--- src/hw/rtl/bcd_pkg.sv ---
// ----------------------------------------------------------------------------
// bcd_pkg
// Shared types, register indexes and constant-divide helpers of the decoder.
// ----------------------------------------------------------------------------
package bcd_pkg;

    localparam int CFG_IDX_W  = 2;
    localparam int CFG_DATA_W = 15;
    localparam int NUM_LANES  = 16;
    localparam int COORD_W    = 14;

    localparam logic [CFG_IDX_W-1:0] CFG_FORMAT       = 2'd0;
    localparam logic [CFG_IDX_W-1:0] CFG_IMAGE_WIDTH  = 2'd1;
    localparam logic [CFG_IDX_W-1:0] CFG_IMAGE_HEIGHT = 2'd2;

    typedef struct packed {
        logic [7:0] r;
        logic [7:0] g;
        logic [7:0] b;
        logic [7:0] a;
    } pix_t;

    typedef struct packed {
        logic               inb;
        logic [COORD_W-1:0] x;
        logic [COORD_W-1:0] y;
        pix_t               pix;
    } lane_out_t;

    typedef struct packed {
        logic [COORD_W-1:0] x;
        logic [COORD_W-1:0] y;
        pix_t               pix;
        logic               last;
    } pixel_t;

    // rounded 5-bit to 8-bit expansion: 8v + floor((7v + 15) / 31)
    function automatic logic [7:0] expand5(input logic [4:0] v);
        logic [7:0]  t;
        logic [16:0] p;
        t = {3'd0, v} * 8'd7 + 8'd15;
        p = {9'd0, t} * 17'd265;
        return {v, 3'd0} + {5'd0, p[15:13]};
    endfunction

    // rounded 6-bit to 8-bit expansion: 4v + floor((3v + 31) / 63)
    function automatic logic [7:0] expand6(input logic [5:0] v);
        logic [7:0]  t;
        logic [15:0] p;
        t = {2'd0, v} * 8'd3 + 8'd31;
        p = {8'd0, t} * 16'd261;
        return {v, 2'd0} + {6'd0, p[15:14]};
    endfunction

    // floor(s/3) for s <= 765
    function automatic logic [7:0] div3(input logic [9:0] s);
        logic [20:0] p;
        p = {11'd0, s} * 21'd683;
        return p[18:11];
    endfunction

    // floor(s/7) for s <= 1785
    function automatic logic [7:0] div7(input logic [10:0] s);
        logic [24:0] p;
        p = {14'd0, s} * 25'd2341;
        return p[21:14];
    endfunction

    // floor(s/5) for s <= 1275
    function automatic logic [7:0] div5(input logic [10:0] s);
        logic [24:0] p;
        p = {14'd0, s} * 25'd3277;
        return p[21:14];
    endfunction

endpackage

--- src/hw/rtl/bcd_if.sv ---
// ----------------------------------------------------------------------------
// Decoder channel interfaces
// Block input, pixel output and configuration write channels.
// ----------------------------------------------------------------------------
interface bcd_block_if;
    logic        valid;
    logic        ready;
    logic [11:0] block_x;
    logic [11:0] block_y;
    logic [63:0] alpha_block;
    logic [63:0] color_block;

    modport source (output valid, output block_x, output block_y,
                    output alpha_block, output color_block, input ready);
    modport sink   (input valid, input block_x, input block_y,
                    input alpha_block, input color_block, output ready);
endinterface

interface bcd_pixel_if;
    logic        valid;
    logic        ready;
    logic [13:0] pixel_x;
    logic [13:0] pixel_y;
    logic [7:0]  red;
    logic [7:0]  green;
    logic [7:0]  blue;
    logic [7:0]  alpha;
    logic        last;

    modport source (output valid, output pixel_x, output pixel_y, output red,
                    output green, output blue, output alpha, output last,
                    input ready);
    modport sink   (input valid, input pixel_x, input pixel_y, input red,
                    input green, input blue, input alpha, input last,
                    output ready);
endinterface

interface bcd_cfg_if;
    logic        valid;
    logic        ready;
    logic [1:0]  index;
    logic [14:0] data;

    modport source (output valid, output index, output data, input ready);
    modport sink   (input valid, input index, input data, output ready);
endinterface

--- src/hw/rtl/bcd_palette.sv ---
// ----------------------------------------------------------------------------
// bcd_palette
// Builds and registers the color and alpha palettes of one block.
// ----------------------------------------------------------------------------
module bcd_palette
    import bcd_pkg::*;
(
    input  logic              clk,
    input  logic              en,
    input  logic              dxt5,
    input  logic [63:0]       color_block,
    input  logic [63:0]       alpha_block,
    output pix_t [3:0]        pal,
    output logic [7:0][7:0]   apal
);

    pix_t [3:0]      pal_reg;
    pix_t [3:0]      pal_next;
    logic [7:0][7:0] apal_reg;
    logic [7:0][7:0] apal_next;

    logic [15:0] c0;
    logic [15:0] c1;
    logic [7:0]  a0;
    logic [7:0]  a1;
    pix_t        e0;
    pix_t        e1;
    logic        four_color;

    assign c0 = color_block[15:0];
    assign c1 = color_block[31:16];
    assign a0 = alpha_block[7:0];
    assign a1 = alpha_block[15:8];

    always_comb
    begin
        e0 = '{r: expand5(c0[15:11]), g: expand6(c0[10:5]), b: expand5(c0[4:0]),
               a: 8'hFF};
        e1 = '{r: expand5(c1[15:11]), g: expand6(c1[10:5]), b: expand5(c1[4:0]),
               a: 8'hFF};
        four_color = dxt5 || (c0 > c1);

        pal_next[0] = e0;
        pal_next[1] = e1;
        if (four_color)
        begin
            pal_next[2].r = div3({1'b0, e0.r, 1'b0} + {2'b0, e1.r});
            pal_next[2].g = div3({1'b0, e0.g, 1'b0} + {2'b0, e1.g});
            pal_next[2].b = div3({1'b0, e0.b, 1'b0} + {2'b0, e1.b});
            pal_next[2].a = 8'hFF;
            pal_next[3].r = div3({2'b0, e0.r} + {1'b0, e1.r, 1'b0});
            pal_next[3].g = div3({2'b0, e0.g} + {1'b0, e1.g, 1'b0});
            pal_next[3].b = div3({2'b0, e0.b} + {1'b0, e1.b, 1'b0});
            pal_next[3].a = 8'hFF;
        end
        else
        begin
            pal_next[2].r = 8'(({1'b0, e0.r} + {1'b0, e1.r}) >> 1);
            pal_next[2].g = 8'(({1'b0, e0.g} + {1'b0, e1.g}) >> 1);
            pal_next[2].b = 8'(({1'b0, e0.b} + {1'b0, e1.b}) >> 1);
            pal_next[2].a = 8'hFF;
            pal_next[3]   = '0;
        end

        apal_next[0] = a0;
        apal_next[1] = a1;
        if (a0 > a1)
        begin
            for (int i = 1; i <= 6; i++)
            begin
                apal_next[i+1] = div7(11'(7 - i) * {3'b0, a0} + 11'(i) * {3'b0, a1});
            end
        end
        else
        begin
            for (int i = 1; i <= 4; i++)
            begin
                apal_next[i+1] = div5(11'(5 - i) * {3'b0, a0} + 11'(i) * {3'b0, a1});
            end
            apal_next[6] = 8'd0;
            apal_next[7] = 8'd255;
        end
    end

    always_ff @(posedge clk)
    begin
        if (en)
        begin
            pal_reg  <= pal_next;
            apal_reg <= apal_next;
        end
    end

    assign pal  = pal_reg;
    assign apal = apal_reg;

endmodule

--- src/hw/rtl/bcd_lane.sv ---
// ----------------------------------------------------------------------------
// bcd_lane
// Decodes one pixel of the block: palette lookup, position and clip test.
// ----------------------------------------------------------------------------
module bcd_lane
    import bcd_pkg::*;
(
    input  pix_t [3:0]          pal,
    input  logic [7:0][7:0]     apal,
    input  logic                dxt5,
    input  logic [1:0]          cidx,
    input  logic [2:0]          aidx,
    input  logic [COORD_W-1:0]  base_x,
    input  logic [COORD_W-1:0]  base_y,
    input  logic [1:0]          px,
    input  logic [1:0]          py,
    input  logic [14:0]         image_width,
    input  logic [14:0]         image_height,
    output lane_out_t           result
);

    logic [COORD_W-1:0] x;
    logic [COORD_W-1:0] y;

    // base is a multiple of four, so the add never carries past bit 13
    assign x = base_x + {12'd0, px};
    assign y = base_y + {12'd0, py};

    always_comb
    begin
        result.x   = x;
        result.y   = y;
        result.inb = ({1'b0, x} < image_width) && ({1'b0, y} < image_height);
        result.pix = pal[cidx];
        if (dxt5)
        begin
            result.pix.a = apal[aidx];
        end
    end

endmodule

--- src/hw/rtl/bcd_merge.sv ---
// ----------------------------------------------------------------------------
// bcd_merge
// Holds the sixteen lane results and sends the in-image ones in order.
// ----------------------------------------------------------------------------
module bcd_merge
    import bcd_pkg::*;
(
    input  logic                        clk,
    input  logic                        rst_n,
    input  logic                        load,
    input  lane_out_t [NUM_LANES-1:0]   lanes,
    input  logic                        out_ready,
    output logic                        out_valid,
    output pixel_t                      out_pixel,
    output logic                        can_load
);

    lane_out_t [NUM_LANES-1:0] hold_reg;
    logic [NUM_LANES-1:0]      mask_reg;
    logic [NUM_LANES-1:0]      mask_next;
    logic [NUM_LANES-1:0]      first;
    logic [NUM_LANES-1:0]      rest;
    logic [NUM_LANES-1:0]      load_mask;
    logic [3:0]                sel;
    logic                      xfer;
    logic                      is_last;

    always_comb
    begin
        sel = '0;
        for (int i = NUM_LANES - 1; i >= 0; i--)
        begin
            if (mask_reg[i])
            begin
                sel = 4'(i);
            end
        end
        first = mask_reg & ~(mask_reg - 1'b1);
        rest  = mask_reg & ~first;
        for (int i = 0; i < NUM_LANES; i++)
        begin
            load_mask[i] = lanes[i].inb;
        end
    end

    assign out_valid = |mask_reg;
    assign is_last   = ~|rest;
    assign xfer      = out_valid && out_ready;
    assign can_load  = !out_valid || (xfer && is_last);

    always_comb
    begin
        out_pixel.x    = hold_reg[sel].x;
        out_pixel.y    = hold_reg[sel].y;
        out_pixel.pix  = hold_reg[sel].pix;
        out_pixel.last = is_last;
    end

    always_comb
    begin
        mask_next = mask_reg;
        if (load)
        begin
            mask_next = load_mask;
        end
        else if (xfer)
        begin
            mask_next = rest;
        end
    end

    always_ff @(posedge clk or negedge rst_n)
    begin
        if (!rst_n)
        begin
            mask_reg <= '0;
        end
        else
        begin
            mask_reg <= mask_next;
        end
    end

    always_ff @(posedge clk)
    begin
        if (load)
        begin
            hold_reg <= lanes;
        end
    end

endmodule

--- src/hw/rtl/bc1_bc3_block_decoder.sv ---
// ----------------------------------------------------------------------------
// bc1_bc3_block_decoder
// BC1/BC3 4x4 block decoder with sixteen pixel lanes and an ordered merge.
// ----------------------------------------------------------------------------
// Usage:
//   blocks : one compressed block per transfer (block coordinates, alpha and
//            color words). format selects DXT1 or DXT5 alpha handling.
//   pixels : one RGBA8 pixel per transfer in row-major order inside the block;
//            pixels outside image_width x image_height are skipped and last
//            marks the final pixel sent for the block.
//   cfg    : register writes (format, image_width, image_height), always ready;
//            write only while no block is in flight.
// First pixel: a block is registered in the palette stage on its transfer
//   and moved to the merge stage when free, which then sends its first pixel.
// Throughput: one pixel per cycle while pixels.ready stays high, set by the
//   merge stage sending pixels one at a time; a block sends as many pixels
//   as it has in-image (sixteen for an interior block), none if fully clipped.
// The palette stage takes the next block while the merge stage still sends
//   the previous one, so blocks follow without a gap.
// Reset: clears all valid state; format 0, image size 4 x 4.
// Stall: a held pixels.ready freezes the current pixel; the palette stage
//   fills and then blocks.ready drops.
// ----------------------------------------------------------------------------
module bc1_bc3_block_decoder
    import bcd_pkg::*;
(
    input  logic          clk,
    input  logic          rst_n,
    bcd_block_if.sink     blocks,
    bcd_pixel_if.source   pixels,
    bcd_cfg_if.sink       cfg
);

    logic        format_reg;
    logic [14:0] image_width_reg;
    logic [14:0] image_height_reg;

    logic               s1_valid_reg;
    logic               s1_valid_next;
    logic [31:0]        cidx_reg;
    logic [47:0]        aidx_reg;
    logic [COORD_W-1:0] base_x_reg;
    logic [COORD_W-1:0] base_y_reg;

    pix_t [3:0]                pal;
    logic [7:0][7:0]           apal;
    lane_out_t [NUM_LANES-1:0] lanes;
    pixel_t                    out_pixel;
    logic                      out_valid;
    logic                      can_load;
    logic                      in_xfer;
    logic                      s1_adv;

    // configuration registers
    assign cfg.ready = 1'b1;

    always_ff @(posedge clk or negedge rst_n)
    begin
        if (!rst_n)
        begin
            format_reg       <= 1'b0;
            image_width_reg  <= 15'd4;
            image_height_reg <= 15'd4;
        end
        else if (cfg.valid)
        begin
            case (cfg.index)
                CFG_FORMAT:       format_reg       <= cfg.data[0];
                CFG_IMAGE_WIDTH:  image_width_reg  <= cfg.data;
                CFG_IMAGE_HEIGHT: image_height_reg <= cfg.data;
                default:          ;
            endcase
        end
    end

    // palette stage
    assign s1_adv       = s1_valid_reg && can_load;
    assign blocks.ready = !s1_valid_reg || can_load;
    assign in_xfer      = blocks.valid && blocks.ready;

    always_comb
    begin
        s1_valid_next = s1_valid_reg;
        if (in_xfer)
        begin
            s1_valid_next = 1'b1;
        end
        else if (s1_adv)
        begin
            s1_valid_next = 1'b0;
        end
    end

    always_ff @(posedge clk or negedge rst_n)
    begin
        if (!rst_n)
        begin
            s1_valid_reg <= 1'b0;
        end
        else
        begin
            s1_valid_reg <= s1_valid_next;
        end
    end

    always_ff @(posedge clk)
    begin
        if (in_xfer)
        begin
            cidx_reg   <= blocks.color_block[63:32];
            aidx_reg   <= blocks.alpha_block[63:16];
            base_x_reg <= {blocks.block_x, 2'b00};
            base_y_reg <= {blocks.block_y, 2'b00};
        end
    end

    bcd_palette u_palette (
        .clk         (clk),
        .en          (in_xfer),
        .dxt5        (format_reg),
        .color_block (blocks.color_block),
        .alpha_block (blocks.alpha_block),
        .pal         (pal),
        .apal        (apal)
    );

    // one lane per pixel of the block
    for (genvar i = 0; i < NUM_LANES; i++)
    begin : g_lane
        bcd_lane u_lane (
            .pal          (pal),
            .apal         (apal),
            .dxt5         (format_reg),
            .cidx         (cidx_reg[2*i +: 2]),
            .aidx         (aidx_reg[3*i +: 3]),
            .base_x       (base_x_reg),
            .base_y       (base_y_reg),
            .px           (2'(i % 4)),
            .py           (2'(i / 4)),
            .image_width  (image_width_reg),
            .image_height (image_height_reg),
            .result       (lanes[i])
        );
    end

    bcd_merge u_merge (
        .clk       (clk),
        .rst_n     (rst_n),
        .load      (s1_adv),
        .lanes     (lanes),
        .out_ready (pixels.ready),
        .out_valid (out_valid),
        .out_pixel (out_pixel),
        .can_load  (can_load)
    );

    assign pixels.valid   = out_valid;
    assign pixels.pixel_x = out_pixel.x;
    assign pixels.pixel_y = out_pixel.y;
    assign pixels.red     = out_pixel.pix.r;
    assign pixels.green   = out_pixel.pix.g;
    assign pixels.blue    = out_pixel.pix.b;
    assign pixels.alpha   = out_pixel.pix.a;
    assign pixels.last    = out_pixel.last;

endmodule

--- src/flat_wrapper.sv ---
// flat-port wrapper written by rule: the top's interface ports become plain ports
module bc1_bc3_block_decoder_flat import bcd_pkg::*;
  (clk, rst_n, blocks_valid, blocks_block_x, blocks_block_y, blocks_alpha_block, blocks_color_block, blocks_ready, pixels_valid, pixels_pixel_x, pixels_pixel_y, pixels_red, pixels_green, pixels_blue, pixels_alpha, pixels_last, pixels_ready, cfg_valid, cfg_index, cfg_data, cfg_ready);
  bcd_block_if blocks_i ();
  bcd_pixel_if pixels_i ();
  bcd_cfg_if cfg_i ();
  input  logic clk;
  input  logic rst_n;
  input wire logic [$bits(blocks_i.valid)-1:0] blocks_valid;
  input wire logic [$bits(blocks_i.block_x)-1:0] blocks_block_x;
  input wire logic [$bits(blocks_i.block_y)-1:0] blocks_block_y;
  input wire logic [$bits(blocks_i.alpha_block)-1:0] blocks_alpha_block;
  input wire logic [$bits(blocks_i.color_block)-1:0] blocks_color_block;
  output wire logic [$bits(blocks_i.ready)-1:0] blocks_ready;
  output wire logic [$bits(pixels_i.valid)-1:0] pixels_valid;
  output wire logic [$bits(pixels_i.pixel_x)-1:0] pixels_pixel_x;
  output wire logic [$bits(pixels_i.pixel_y)-1:0] pixels_pixel_y;
  output wire logic [$bits(pixels_i.red)-1:0] pixels_red;
  output wire logic [$bits(pixels_i.green)-1:0] pixels_green;
  output wire logic [$bits(pixels_i.blue)-1:0] pixels_blue;
  output wire logic [$bits(pixels_i.alpha)-1:0] pixels_alpha;
  output wire logic [$bits(pixels_i.last)-1:0] pixels_last;
  input wire logic [$bits(pixels_i.ready)-1:0] pixels_ready;
  input wire logic [$bits(cfg_i.valid)-1:0] cfg_valid;
  input wire logic [$bits(cfg_i.index)-1:0] cfg_index;
  input wire logic [$bits(cfg_i.data)-1:0] cfg_data;
  output wire logic [$bits(cfg_i.ready)-1:0] cfg_ready;
  assign blocks_i.valid = blocks_valid;
  assign blocks_i.block_x = blocks_block_x;
  assign blocks_i.block_y = blocks_block_y;
  assign blocks_i.alpha_block = blocks_alpha_block;
  assign blocks_i.color_block = blocks_color_block;
  assign blocks_ready = blocks_i.ready;
  assign pixels_valid = pixels_i.valid;
  assign pixels_pixel_x = pixels_i.pixel_x;
  assign pixels_pixel_y = pixels_i.pixel_y;
  assign pixels_red = pixels_i.red;
  assign pixels_green = pixels_i.green;
  assign pixels_blue = pixels_i.blue;
  assign pixels_alpha = pixels_i.alpha;
  assign pixels_last = pixels_i.last;
  assign pixels_i.ready = pixels_ready;
  assign cfg_i.valid = cfg_valid;
  assign cfg_i.index = cfg_index;
  assign cfg_i.data = cfg_data;
  assign cfg_ready = cfg_i.ready;
  bc1_bc3_block_decoder u_core (.clk(clk), .rst_n(rst_n), .blocks(blocks_i), .pixels(pixels_i), .cfg(cfg_i));
endmodule
--- config.mk ---
export PLATFORM = sky130hd
export DESIGN_NAME = bc1_bc3_block_decoder_flat
export DESIGN_NICKNAME = d
export VERILOG_FILES = /design/src/hw/rtl/bcd_pkg.sv /design/src/hw/rtl/bcd_if.sv /design/src/hw/rtl/bcd_palette.sv /design/src/hw/rtl/bcd_lane.sv /design/src/hw/rtl/bcd_merge.sv /design/src/hw/rtl/bc1_bc3_block_decoder.sv /design/src/flat_wrapper.sv
export SDC_FILE = /design/constraint.sdc
export NUM_CORES = 2
export LEC_CHECK = 0
export BUFFER_PORTS_ARGS = -buffer_cell sky130_fd_sc_hd__buf_2
export CORE_MARGIN = 2
export CORE_UTILIZATION = 28
export DETAILED_ROUTE_END_ITERATION = 6
export GPL_TIMING_DRIVEN = 0
export PLACE_DENSITY_LB_ADDON = 0.05
export SLEW_MARGIN = 20
export SYNTH_ARGS = -nofsm -noshare
export SYNTH_HDL_FRONTEND = slang
export SYNTH_SLANG_ARGS = --single-unit
--- constraint.sdc ---
create_clock -name clk -period 14.9 [get_ports clk]
set_input_delay 3.725 -clock clk [delete_from_list [all_inputs] [get_ports clk]]
set_output_delay 3.725 -clock clk [all_outputs]
set_load 0.005 [all_outputs]
==> flow_summary.json <==
{
  "run_status": "finished, final reports clean",
  "root_buffer": "sky130_fd_sc_hd__clkbuf_16",
  "synth_enable_flop_cells": 801,
  "regToRegSetupSlack_ns": 10.00,
  "fin_crit_ns": 14.29,
  "yosysUniqueCellTypes": 99,
  "unrepaired_setup_endpoints_after_global_routing": "true",
  "width_of_the_die_um": 566,
  "grt_start_max_net_pins": 55,
  "core-area_um2": 314000,
  "synth_area_um2": 88300,
  "drt_first_pass_iters": 6,
  "crit_required_ns": 15.34,
  "slowest_stage": "sky130_fd_sc_hd__fa_1",
  "critPathKind": "primary input to register",
  "path_clk_slew_ns": 0.06,
  "clk_path_buf_depth": 3,
  "cts_tree": "done",
  "timing.max_slew.rel_slack": 0.228,
  "ratio_of_cells_with_drive_above_1_in_the_final_layout": 0.179,
  "grt_usage": 0.193,
  "crit_path_max_fanout": 10,
  "first_pass_grt_wire_length_um": 453000,
  "design.die.area_um2": 320000,
  "cts.sinks": 849,
  "clk-insertion-delay-late_ns": 0.73,
  "maxClockFrequency_mhz": 70.0,
  "timing.hold.worst_path_depth": 0,
  "num_vias": 61661,
  "layout_common_cells": "sky130_fd_sc_hd__ha_1 (1391), sky130_fd_sc_hd__inv_1 (846), sky130_fd_sc_hd__edfxtp_1 (801)",
  "first_iter_violations": 4110,
  "post_synth_inst_count": 7384,
  "number_of_buffers_created_by_cts": 100,
  "drt-vias-per-instance": 5.13,
  "post-route-period-util": 0.959,
  "report.final.slew_viol_count": 0,
  "wl_per_cell_um": 25.8,
  "hold_path_end": "u_core.u_merge.hold_reg[845]",
  "setup.worst_path.end_class": "register",
  "async_reset_ff_frac": 0.0565,
  "route.detailed.drc": 0,
  "synth_top_cells_by_area": "sky130_fd_sc_hd__edfxtp_1 (27%), sky130_fd_sc_hd__ha_1 (20%), sky130_fd_sc_hd__mux4_2 (16%)",
  "worstPathArrival_ns": 14.73,
  "hold_violations_final": 0,
  "synthesis.yosys.warnings": 0,
  "critPathMaxStageDelay_ns": 0.61,
  "crit_path_start_kind": "primary input",
  "hold_fix_buffers_at_cts": 0,
  "hold_ws_ns": 0.459,
  "dp_hpwl_um": 250000,
  "final-seq-area_um2": 25300,
  "die-height_um": 566,
  "post_synth.cell_area_avg_um2": 12.0,
  "multi_input_area_um2": 58300,
  "final_wl_um": 311000,
  "hp-class": "register to register",
  "via_count_of_the_first_global_routing_pass": 65017,
  "pre_cts_ws_ns": -1.50,
  "postSynthRegisterBits": 849,
  "largest_register_ffs": 536,
  "layout_commonest_cell": "sky130_fd_sc_hd__ha_1",
  "fillers": 31898,
  "timing.final.setup_violations": 0,
  "cts.htree.levels": 3,
  "port_buffers": 236,
  "mappedNetlistNets": 9337,
  "worst_r2r_dst": "u_core.u_merge.hold_reg[750]",
  "number_of_gates_on_the_worst_path_with_buffers_counted": 45,
  "gp_congestion": 0.836,
  "drv_cap": 0,
  "transition_time_at_the_pin_with_the_least_slew_margin_ns": 1.16,
  "grt_overflow_total": 0,
  "post-route-worst-setup-slack_ns": 0.612,
  "worstRegToRegCells": 14,
  "yosysSeqAreaShare": 0.286,
  "number_of_standard_cell_rows_in_the_floorplan": 206,
  "initial_antenna_violation_count": 23,
  "path_common_cell": "sky130_fd_sc_hd__ha_1",
  "initial_core_utilization": 0.281,
  "dominantRegCellSynth": "sky130_fd_sc_hd__edfxtp_1",
  "io-pin-count": 238,
  "critical-path-top-delay-family": "adder cells",
  "area_growth_pct": 12.6,
  "synth_top_area_share": 0.272,
  "clock-skew-final_ns": 0.0410,
  "detail-route-antenna-nets": 0,
  "netlist.top_cell.by_area": "sky130_fd_sc_hd__edfxtp_1",
  "num-nets-final": 9727,
  "final.setup.tns_ns": 0,
  "cp.buffers_inverters": 6,
  "worstReg2RegStart": "u_core.u_merge.mask_reg[2]",
  "holdCritStartpoint": "u_core.base_x_reg[6]"
}
[final cells by class]
type,count,share of cell area
Antenna cell,8,0.000201
Buffer,502,0.0203
Clock buffer,121,0.0263
Clock inverter,69,0.00798
Inverter,856,0.0325
Multi-Input combinational cell,5177,0.587
Sequential cell,849,0.254
Tap cell,4160,0.0524
Timing Repair Buffer,288,0.0195
[worst register-to-register path: cells and delay by family (launching register included)]
family,cells,cell delay [ns]
AOI/OAI and AO/OA,2,0.44
buffers and inverters,7,2.11
DFF,1,0.35
and+or+nand+nor,5,1.67
[per-stage QoR]
step	instances	area, um2	utilization
2_1_floorplan	7384	88300	-
3_3_place_gp	11780	94700	0.301
3_5_place_dp	11798	95300	0.303
4_1_cts	11992	98800	0.314
5_1_grt	12024	99400	0.316
6_report	12030	99400	0.316
[layer usage]
| metal | vias up | global-route usage | share of wire |
|---|---|---|---|
| li1 | 28312 | - | - |
| met2 | 1488 | 0.323 | 0.47 |
| met3 | 280 | 0.0165 | 0.038 |
| met5 | - | 0 | 0.00011 |
| met4 | 6 | 0.0527 | 0.029 |
| met1 | 31575 | 0.267 | 0.46 |
[Yosys cell counts, types with 74 or more instances]
cell type / number
sky130_fd_sc_hd__clkbuf_1: 395
sky130_fd_sc_hd__mux4_2: 640
sky130_fd_sc_hd__fa_1: 388
sky130_fd_sc_hd__xnor2_1: 217
sky130_fd_sc_hd__buf_1: 74
sky130_fd_sc_hd__ha_1: 1391
sky130_fd_sc_hd__a21oi_1: 189
sky130_fd_sc_hd__nand3_1: 292
sky130_fd_sc_hd__mux2i_1: 80
sky130_fd_sc_hd__edfxtp_1: 801
sky130_fd_sc_hd__inv_1: 854
sky130_fd_sc_hd__xor2_1: 96
sky130_fd_sc_hd__nand2_1: 254
sky130_fd_sc_hd__nor2_1: 192
sky130_fd_sc_hd__mux2_2: 162
sky130_fd_sc_hd__a21o_1: 234
sky130_fd_sc_hd__nor3_1: 99
sky130_fd_sc_hd__o21ai_0: 276
[repair_timing]
action	CTS	global route
hold endpoints to repair	0	0
resized for setup	24	61
buffers inserted	4	30
pin swaps	2	13
endpoints found under the setup margin	24	40
[worst max path at each step]
stage	startpoint	endpoint	slack (ns)
floorplan	blocks_color_block[2]	u_core.u_palette.pal[110]	1.17
global placement	blocks_color_block[11]	u_core.u_palette.pal[126]	-1.46
detailed placement	blocks_color_block[11]	u_core.u_palette.pal[126]	-1.50
CTS	blocks_color_block[27]	u_core.u_palette.pal[126]	-0.07
global route	blocks_color_block[0]	u_core.u_palette.pal[79]	-0.05
finish	blocks_color_block[17]	u_core.u_palette.pal[110]	0.61
[logic make-up (layout without fill, tap and decap cells)]
family	Yosys count	after routing	synth area share
AO/OA/AOI/OAI	1089	1089	0.0828
multiplexers	882	882	0.193
adder cells (fa/ha/maj)	1785	1785	0.286
flip-flops	849	849	0.286
buffers and inverters	1358	1836	0.0590
AND/OR/NAND/NOR	1103	1103	0.0616
XOR/XNOR	317	317	0.0320
other	1	9	0.0000425
Power is not shown: default switching activity piles up to over one toggle a cycle in this logic, so the estimate is an artifact.
